===== src/sv/sha256_pkg.sv =====
package sha256_pkg;

  typedef struct packed {
    logic       func;
    logic [7:0] data_byte;
  } in_beat_t;

  typedef struct packed {
    logic [31:0] digest_word;
    logic [2:0]  word_index;
    logic        last_word;
  } out_beat_t;

  localparam logic FUNC_ABSORB = 1'b0;
  localparam logic FUNC_FINISH = 1'b1;

  localparam logic [7:0] PAD_BYTE = 8'h80;
  localparam logic [63:0] BLOCK_BITS = 64'd512;

  localparam logic [31:0] IV [8] = '{
    32'h6a09e667, 32'hbb67ae85, 32'h3c6ef372, 32'ha54ff53a,
    32'h510e527f, 32'h9b05688c, 32'h1f83d9ab, 32'h5be0cd19
  };

  localparam logic [31:0] ROUND_K [64] = '{
    32'h428a2f98, 32'h71374491, 32'hb5c0fbcf, 32'he9b5dba5,
    32'h3956c25b, 32'h59f111f1, 32'h923f82a4, 32'hab1c5ed5,
    32'hd807aa98, 32'h12835b01, 32'h243185be, 32'h550c7dc3,
    32'h72be5d74, 32'h80deb1fe, 32'h9bdc06a7, 32'hc19bf174,
    32'he49b69c1, 32'hefbe4786, 32'h0fc19dc6, 32'h240ca1cc,
    32'h2de92c6f, 32'h4a7484aa, 32'h5cb0a9dc, 32'h76f988da,
    32'h983e5152, 32'ha831c66d, 32'hb00327c8, 32'hbf597fc7,
    32'hc6e00bf3, 32'hd5a79147, 32'h06ca6351, 32'h14292967,
    32'h27b70a85, 32'h2e1b2138, 32'h4d2c6dfc, 32'h53380d13,
    32'h650a7354, 32'h766a0abb, 32'h81c2c92e, 32'h92722c85,
    32'ha2bfe8a1, 32'ha81a664b, 32'hc24b8b70, 32'hc76c51a3,
    32'hd192e819, 32'hd6990624, 32'hf40e3585, 32'h106aa070,
    32'h19a4c116, 32'h1e376c08, 32'h2748774c, 32'h34b0bcb5,
    32'h391c0cb3, 32'h4ed8aa4a, 32'h5b9cca4f, 32'h682e6ff3,
    32'h748f82ee, 32'h78a5636f, 32'h84c87814, 32'h8cc70208,
    32'h90befffa, 32'ha4506ceb, 32'hbef9a3f7, 32'hc67178f2
  };

endpackage


===== src/sv/sha256_byte_stream_hasher_core.sv =====
// Absorb beat: stores its byte, and runs the 64 rounds and the add when it completes a block.
// Finish beat: pads byte by byte up to byte 55, then writes the length, then runs
// 64 rounds and the add per block (one extra block when over 55 bytes pend), then 8 out beats.
// Ready only in idle, so beats are taken one at a time; one shared round unit
// runs one round a cycle, and 16 word registers hold the block and the schedule.
// Async active-low reset loads the initial hash and clears fill and count.
module sha256_byte_stream_hasher_core (
  input  logic                  clk_i,
  input  logic                  rst_ni,
  input  logic                  in_valid_i,
  output logic                  in_ready_o,
  input  sha256_pkg::in_beat_t  in_data_i,
  output logic                  out_valid_o,
  input  logic                  out_ready_i,
  output sha256_pkg::out_beat_t out_data_o
);
  import sha256_pkg::*;

  typedef enum logic [5:0] {
    ST_IDLE  = 6'b000001,
    ST_PAD   = 6'b000010,
    ST_ROUND = 6'b000100,
    ST_ADD   = 6'b001000,
    ST_OUT   = 6'b010000,
    ST_LEN   = 6'b100000
  } state_e;

  state_e      state_q, state_d;
  logic [31:0] h_q [8];
  logic [31:0] v_q [8];
  logic [31:0] w_q [16];
  logic [5:0]  fill_q;
  logic [63:0] bits_q;
  logic [63:0] total_q;
  logic [5:0]  rnd_q;
  logic        fin_q;
  logic        lenblk_q;
  logic [2:0]  oidx_q;

  function automatic logic [31:0] ror(input logic [31:0] x, input int n);
    ror = (x >> n) | (x << (32 - n));
  endfunction

  logic [31:0] wt, t1, t2, s0, s1, ws;
  always_comb begin
    s1 = ror(w_q[14], 17) ^ ror(w_q[14], 19) ^ (w_q[14] >> 10);
    s0 = ror(w_q[1], 7) ^ ror(w_q[1], 18) ^ (w_q[1] >> 3);
    ws = s1 + w_q[9] + s0 + w_q[0];
    wt = w_q[0];
    t1 = v_q[7] + (ror(v_q[4], 6) ^ ror(v_q[4], 11) ^ ror(v_q[4], 25))
       + ((v_q[4] & v_q[5]) ^ (~v_q[4] & v_q[6])) + ROUND_K[rnd_q] + wt;
    t2 = (ror(v_q[0], 2) ^ ror(v_q[0], 13) ^ ror(v_q[0], 22))
       + ((v_q[0] & v_q[1]) ^ (v_q[0] & v_q[2]) ^ (v_q[1] & v_q[2]));
  end

  assign in_ready_o  = (state_q == ST_IDLE);
  assign out_valid_o = (state_q == ST_OUT);
  assign out_data_o.digest_word = h_q[oidx_q];
  assign out_data_o.word_index  = oidx_q;
  assign out_data_o.last_word   = (oidx_q == 3'd7);

  logic take;
  assign take = in_valid_i && in_ready_o;

  always_comb begin
    state_d = state_q;
    unique case (state_q)
      ST_IDLE: begin
        if (take) begin
          if (in_data_i.func == FUNC_FINISH) state_d = ST_PAD;
          else if (fill_q == 6'd63) state_d = ST_ROUND;
        end
      end
      ST_PAD: begin
        if (fill_q == 6'd55) state_d = ST_LEN;
        else if (fill_q == 6'd63) state_d = ST_ROUND;
      end
      ST_LEN:   state_d = ST_ROUND;
      ST_ROUND: if (rnd_q == 6'd63) state_d = ST_ADD;
      ST_ADD:   state_d = fin_q ? (lenblk_q ? ST_OUT : ST_PAD) : ST_IDLE;
      ST_OUT:   if (out_ready_i && oidx_q == 3'd7) state_d = ST_IDLE;
      default:  state_d = ST_IDLE;
    endcase
  end

  // first pad cycle sits at the pending byte count
  logic [31:0] w_d [16];
  logic [31:0] v_d [8];
  always_comb begin
    w_d = w_q;
    v_d = v_q;
    if (take && in_data_i.func == FUNC_ABSORB)
      w_d[fill_q[5:2]][{~fill_q[1:0], 3'b000} +: 8] = in_data_i.data_byte;
    if (state_q == ST_PAD)
      w_d[fill_q[5:2]][{~fill_q[1:0], 3'b000} +: 8] =
        (fill_q == total_q[8:3]) ? PAD_BYTE : 8'h00;
    if (state_q == ST_LEN) begin
      w_d[14] = total_q[63:32];
      w_d[15] = total_q[31:0];
    end
    if (state_q == ST_ROUND) begin
      for (int j = 0; j < 15; j++) w_d[j] = w_q[j + 1];
      w_d[15] = ws;
      for (int j = 7; j > 0; j--) v_d[j] = v_q[j - 1];
      v_d[4] = v_q[3] + t1;
      v_d[0] = t1 + t2;
    end
  end

  always_ff @(posedge clk_i or negedge rst_ni) begin
    if (!rst_ni) begin
      state_q  <= ST_IDLE;
      fill_q   <= '0;
      bits_q   <= '0;
      total_q  <= '0;
      rnd_q    <= '0;
      fin_q    <= 1'b0;
      lenblk_q <= 1'b0;
      oidx_q   <= '0;
      for (int j = 0; j < 8; j++) h_q[j] <= IV[j];
      for (int j = 0; j < 8; j++) v_q[j] <= '0;
    end else begin
      state_q <= state_d;
      unique case (state_q)
        ST_IDLE: begin
          if (take) begin
            if (in_data_i.func == FUNC_FINISH) begin
              fin_q    <= 1'b1;
              lenblk_q <= 1'b0;
              total_q  <= bits_q + {55'd0, fill_q, 3'd0};
            end else begin
              fill_q <= fill_q + 6'd1;
              fin_q  <= 1'b0;
              if (fill_q == 6'd63) for (int j = 0; j < 8; j++) v_q[j] <= h_q[j];
            end
          end
        end
        ST_PAD: begin
          if (fill_q == 6'd55) begin
            fill_q <= '0;
          end else begin
            fill_q <= fill_q + 6'd1;
            if (fill_q == 6'd63) for (int j = 0; j < 8; j++) v_q[j] <= h_q[j];
          end
        end
        ST_LEN: begin
          lenblk_q <= 1'b1;
          for (int j = 0; j < 8; j++) v_q[j] <= h_q[j];
        end
        ST_ROUND: begin
          v_q   <= v_d;
          rnd_q <= rnd_q + 6'd1;
        end
        ST_ADD: begin
          for (int j = 0; j < 8; j++) h_q[j] <= h_q[j] + v_q[j];
          if (!fin_q) bits_q <= bits_q + BLOCK_BITS;
          oidx_q <= '0;
        end
        ST_OUT: begin
          if (out_ready_i) begin
            oidx_q <= oidx_q + 3'd1;
            if (oidx_q == 3'd7) begin
              for (int j = 0; j < 8; j++) h_q[j] <= IV[j];
              fill_q <= '0;
              bits_q <= '0;
              fin_q  <= 1'b0;
              lenblk_q <= 1'b0;
            end
          end
        end
        default: ;
      endcase
    end
  end

  always_ff @(posedge clk_i) begin
    w_q <= w_d;
  end

endmodule

===== config.mk =====
export PLATFORM = sky130hd
export DESIGN_NAME = sha256_byte_stream_hasher_core
export DESIGN_NICKNAME = d
export VERILOG_FILES = /design/src/sv/sha256_pkg.sv /design/src/sv/sha256_byte_stream_hasher_core.sv
export SDC_FILE = /design/constraint.sdc
export NUM_CORES = 2
export LEC_CHECK = 0
export BUFFER_PORTS_ARGS = -buffer_cell sky130_fd_sc_hd__buf_2
export CAP_MARGIN = 15
export CORE_ASPECT_RATIO = 1.4
export CORE_MARGIN = 5
export CORE_UTILIZATION = 40
export DETAILED_ROUTE_END_ITERATION = 10
export GPL_ROUTABILITY_DRIVEN = 0
export SETUP_SLACK_MARGIN = 0.3
export SYNTH_ARGS = -nofsm -noshare
export SYNTH_HDL_FRONTEND = slang
export SYNTH_SLANG_ARGS = --single-unit
export TNS_END_PERCENT = 5

===== constraint.sdc =====
create_clock -name clk_i -period 7.3 [get_ports clk_i]
set_input_delay 1.46 -clock clk_i [delete_from_list [all_inputs] [get_ports clk_i]]
set_output_delay 1.46 -clock clk_i [all_outputs]
set_load 0.03 [all_outputs]

# Word level (Yosys, flattened, before mapping)
# Memory sizes are Yosys's and may differ from the RTL's.
# Cells that the tools add are included.
# op_classes
mux,51
bitwise,32
magnitude_cmp,4
n_addsub,24
n_eq_ne,20
n_reduce_logical,18
shifts,3
# op_table
cell,n
$mux W256,6
$mux W512,3
$bwmux W512,2
$pmux W256 S4,1
$add A32 B32 Y32,18
$pmux W256 S2,1
$xor A32 B32 Y32,9
$mux W64,4
$and A32 B32 Y32,5
$mux W32,5
$demux W32 S4,1
$pmux W64 S2,1
$bmux W32 S3,1
$mux W6,11
$add A64 B10 Y64 const B,1
$add A64 B9 Y64,1
$shiftx A8 B7 Y32,2
$pmux W6 S6,1
$not A32 Y32,1
$or A10 B32 Y32,1
$or A13 B32 Y32,1
$or A14 B32 Y32,1
$or A15 B32 Y32,1
$or A19 B32 Y32,1
46 further kinds,73
# totals
out_inout_bits,38
memories,1
wordCells,193
rom_bits,2048
inputBits,13
ff_bits,1175
# mem_list
name,depth,width,read_ports,rd_ports_with_merged_regs,wr,line_no,source
(no name shown),64,32,1,0,0,sha256_byte_stream_hasher_core.sv:51,+ ((v_q[4] & v_q[5]) ^ (~v_q[4] & v_q[6])) + ROUND_K[rnd_q] + wt;

# Depth between registers and ports, before layout
# depth
word_depth,11
depth_mapped,40
ltp_nobuf,37

# Least setup slack after synthesis
# Ideal clock, no wire load.
# synth_timing
path_type,reg-to-reg
from,reg rnd_q[2]
to,reg v_q[252] in the netlist's numbering
t_arrival_ps,7496
t_required_ps,7174
path_slack_ps,-323
setup_ps,126
path_stages_with_launch,37
synth_period_minus_slack_ps,7623
n_path_buf,3
cell_sequence,dfrtp_1 > clkbuf_1 > inv_1 > clkbuf_1 > buf_1 > ha_1 > nand2b_1 > nor2_1 > a211oi_1 > a311oi_1 > a21oi_1 > nor2_1 > fa_1 > inv_1 > ha_1 > inv_1 > fa_1 > nand2b_1 > a21oi_1 > o211ai_1 > and2_1 > xnor2_1 > inv_1 > fa_1 > inv_1 > ha_1 > a21o_1 > a21o_1 > a211oi_1 > o21bai_1 > a22oi_1 > a21oi_1 > a221oi_1 > nand2_1 > a31oi_1 > nor4b_1 > a311o_1
# synth_between
elab_chain_cells,8
# synth_lines
element,line_no,source
"start, declared",sha256_byte_stream_hasher_core.sv:35,logic [5:0] rnd_q;
"start signal, assigned",sha256_byte_stream_hasher_core.sv:152,rnd_q <= rnd_q + 6'd1;
$not A6 Y7 (implied by the code),sha256_byte_stream_hasher_core.sv:51,
$mem_v2 Z64 W32,--,
$mux W32 (implied by the code) (2 in a row),sha256_byte_stream_hasher_core.sv:51,
$add A32 B32 Y32 (2 in a row),sha256_byte_stream_hasher_core.sv:51,
$add A32 B32 Y32,sha256_byte_stream_hasher_core.sv:106,v_d[0] = t1 + t2;
$pmux W256 S4,sha256_byte_stream_hasher_core.sv:124,unique case (state_q)
"end signal, assigned",sha256_byte_stream_hasher_core.sv:151,v_q <= v_d;
"end, declared",sha256_byte_stream_hasher_core.sv:30,logic [31:0] v_q [8];
# Every way passes these cells. The select of a mux whose other input is x is not followed.
# A chain may end at the register's enable or synchronous reset.

# Worst setup path in the final report
# layout_timing
from,reg v_q[122] in the netlist's numbering
to,reg v_q[255] in the netlist's numbering
# layout_between
elab_chain_cells,9
word_cells_on_any_way,15
cone_classes,add/sub (5); mux (1); bitwise (9)
# layout_lines
element,line_no,source
$or A21 B32 Y32 or $or A26 B32 Y32 (tied branches),sha256_byte_stream_hasher_core.sv:41,ror = (x >> n) | (x << (32 - n));
$xor A32 B32 Y32 (2 in a row),sha256_byte_stream_hasher_core.sv:50,"t1 = v_q[7] + (ror(v_q[4], 6) ^ ror(v_q[4], 11) ^ ror(v_q[4], 25))"
$add A32 B32 Y32,sha256_byte_stream_hasher_core.sv:50,
$add A32 B32 Y32 (*) (3 in a row),sha256_byte_stream_hasher_core.sv:51,
$add A32 B32 Y32 (*),sha256_byte_stream_hasher_core.sv:106,
$pmux W256 S4 (*),sha256_byte_stream_hasher_core.sv:124,
# Every way passes the cells marked *; elsewhere a longest branch is shown, timed or not.

==> flow_results.org <==
** STA
- Measured against its own limit, the worst slew margin works out to 18.89%.
- The final critical path takes up 98.28% of the cycle.
- The count of endpoints failing hold in the final timing report was 0.
- Setup violations remaining at the end of the flow were counted as 0.
- Derived from the worst setup path, the maximum achievable clock frequency is 139.4 MHz.
- Max-slew violations :: 0
- Setup repair after global routing could not meet its margin everywhere.
- Fin crit period :: 7.174 ns
- Final TNS setup :: 0 ns
- Across the routed clock network, the largest skew measured is 0.03952 ns.
- Slew at the pin with the worst max-slew slack :: 1.214 ns

** Route
- In the routed design, unresolved DRC markers number 0.
- Antenna Nets Post-Route :: 0
- Routed WL :: 307400 um
- After detailed routing, the number of vias per cell comes to 5.900.
- The pre-antenna-repair detailed-routing pass consisted of 10 iterations.
- Via Count :: 73.95k
- For this block, the initial DRC count from the detailed router was 6696.
- Dividing the detail-routed wire length by the instance count gives 24.53 um.

** Floorplan
- Die extent in x :: 385.9 um
- Initial standard-cell utilization of the core :: 40.15%
- Std cell rows :: 193
- For this design the top-level I/O count stands at 51.
- Die outline height :: 536.2 um
- The core region is 197000 um2.
- The die covers 206900 um2.

** Synthesis
- Synth cell types :: 94
- Mapped Area :: 79120 um2
- Share of synthesized flip-flops with an asynchronous set or reset :: 55.98%
- Top post-synthesis cells by count :: 1263 x nand2_1, 1166 x nor2_1, 966 x a21oi_1
- Sequential area share after synthesis :: 33.85%
- Yosys instantiated no cell more often than nand2_1.
- Top area cells in the synthesized netlist :: dfrtp_1 16%, dfxtp_1 13%, ha_1 6.4%
- Register bit count reported by yosys :: 1163
- The synthesized design devotes to its leading area cell type 16.26% of total area.
- The most used flip-flop cell after synthesis is dfrtp_1.
- The biggest area contributor in the post-synthesis netlist is dfrtp_1.
- Synthesis produced a netlist with a net count of 10.39k.
- Yosys mapped a number of flops with a built-in enable equal to 7.
- Yosys warning count :: 0
- Each instance of the synthesized netlist takes up on average 8.089 um2.
- Gate Count Post-Synth :: 9781

** Layout
- Cells with a size suffix above 1 make up 11.60% of the layout.
- The layout has 19.46k filler cells.
- Non-filler instance count after layout :: 12.53k
- Synth-to-Final Area Change :: 12.44%
- Number of nets in the layout :: 10.40k

** GRT
- For this run the aggregate overflow at the end of global routing stands at 0.
- The initial antenna violation count came to 9.
- Entering global routing, the biggest net connects 213 pins.
- Global routing used 28.93% of the available tracks across all layers.
- The number of global-route vias before repair came to 72.55k.
- Wire length of the first global-routing pass :: 454800 um

** Setup path
- Along the worst path, the maximum fanout reaches 2.
- For this design, the slowest cell found on the critical path is fa_1.
- The critical path is of the register to register type.
- Together, buffers and inverters on the worst path number 6.
- Worst path top cell family by delay :: adder cells
- The worst setup path is launched from a register.
- By instance count, the cell type seen most on the critical path is inv_1.
- At the worst endpoint, the required time is 7.95 ns.
- Delay of the slowest cell on the worst path :: 0.58 ns
- Arrival time at the worst endpoint :: 7.82 ns
- Worst Setup End Kind :: register

** Placed design
- Detailed placement finished with a half-perimeter wire length of 228600 um.
- Total placed cells including tap cells :: 12.28k
- Number of I/O port buffers :: 50

** Clocking
- Longest Clk Path Bufs :: 3
- In this run the number of H-tree levels came out at 4.
- Clock tree synthesis found a total of 1163 sinks.
- Counting the buffers created by CTS gives 133.
- CTS tree :: built
- Clock Pin Slew Worst Setup and Hold Paths :: 0.06 ns
- Clock latency at the later pin of the worst-skew pair :: 0.83 ns
- Root Buffer :: clkbuf_16
- In this run, post-CTS hold repair placed 0 buffers.

** Pwr
- The design draws 36.23 mW.
- For this design the static power due to leakage is 36.91 nW.
- Peak supply drop :: 0.6191 mV
- For this design the ratio of total power to cell area is 407.3 nW/um2.

** Run
- Maxcap violations :: 0

** Worst hold path
- The min-delay analysis places its worst path in the category register to register.

** Status
- The run finished with clean final reports.
layout make-up:
| cell class | count | area [um2] | share of cell area (%) |
|---|---|---|---|
| clock inverters | 54 | 765.7 | 0.8607 |
| repair buffers | 476 | 3680 | 4.136 |
| clock buffers | 190 | 3822 | 4.297 |
| inverters | 499 | 1873 | 2.105 |
| multi-input cells | 7517 | 48720 | 54.77 |
| diodes | 2 | 5.005 | 0.005626 |
| well taps | 2632 | 3293 | 3.702 |
| flip-flops and latches | 1163 | 26800 | 30.12 |
final timing paths:
path                                from       end  slack [ns]  depth (start not counted)
worst max-delay path            v_q[122]  v_q[255]        0.13                         33
worst min-delay path            w_q[224]  w_q[256]        0.45                          2
worst max register to register  v_q[122]  v_q[255]        0.13                         33
worst min register to register  w_q[224]  w_q[256]        0.45                          2
max in group asynchronous         rst_ni  h_q[246]        5.13                          2
min in group asynchronous         rst_ni   v_q[64]        0.73                          1
cell families after synthesis:
family | synth area share (%)
buf+inv | 5.238
compound gates | 22.19
xor+xnor | 6.759
fa+ha+maj | 11.40
mux | 3.898
flops | 33.85
simple gates | 16.67
what timing repair did:
item,4_1_cts,5_1_grt
endpoints found under the setup margin,20,28
gates resized for setup,28,65
setup buffers,5,4
pin swaps,30,42
stage by stage:
step | setup WS, ns | cell area [um2] | util (%) | hold slack [ns]
finish | 0.1257 | 88960 | 45.15 | 0.4531
global route | -0.2109 | 88960 | 45.15 | 0.4743
CTS | 0.1867 | 88610 | 44.97 | 0.4499
detailed placement | -0.3117 | 83840 | 42.55 | 0.4412
global placement | -0.2986 | 83840 | 42.55 | 0.4326
floorplan | 0.3092 | 79140 | - | 0.4254
tightest hold or removal path, cell delays in order, from the launching register on:
cell	delay, ns
dfxtp_1	0.33
nand2_1	0.05
o21ai_0	0.05
cell usage in the layout (no fill, tap or decap), types with 30 or more instances in the layout:
| cell type | n |
|---|---|
| and3_1 | 39 |
| clkbuf_16 | 133 |
| inv_1 | 493 |
| nand3_1 | 164 |
| a31oi_1 | 244 |
| dfstp_2 | 137 |
| dfrtp_1 | 506 |
| nor3_1 | 134 |
| mux4_2 | 69 |
| a211oi_1 | 112 |
| a221oi_1 | 56 |
| buf_4 | 405 |
| nor2_1 | 1163 |
| dfxtp_1 | 505 |
| a21o_1 | 209 |
| o21a_1 | 72 |
| mux2_2 | 118 |
| o21ai_1 | 55 |
| buf_2 | 50 |
| ha_1 | 391 |
| o31ai_1 | 30 |
| a21oi_1 | 953 |
| o21ai_0 | 893 |
| nand4_1 | 37 |
| o22ai_1 | 56 |
| fa_1 | 196 |
| xnor2_1 | 335 |
| nor2b_1 | 66 |
| o21bai_1 | 33 |
| nand2b_1 | 81 |
| nand2_1 | 1257 |
| xor2_1 | 262 |
| or3_1 | 43 |
sequential cells by signal, indices dropped and copies added (netlist names), 6 cells and up:
register	count
w_q	480
h_q	256
v_q	256
total_q	61
bits_q	55
wt	32
fill_q	6
rnd_q	6
state_q	6
routing by layer:
| metal | GRT usage (%) | share of wire (%) |
|---|---|---|
| met1 | 31.91 | 35 |
| met2 | 49.27 | 48 |
| met3 | 4.744 | 6.9 |
| met4 | 22.92 | 9.7 |
| met5 | 0 | 0.0049 |
where the power goes:
group	switching, mW	internal, mW	total, mW
sequential	0.539	6.88	7.42
clock	3.08	4.03	7.12
combinational	12.8	8.91	21.7
No activity file was read; power rests on OpenSTA's default activity.
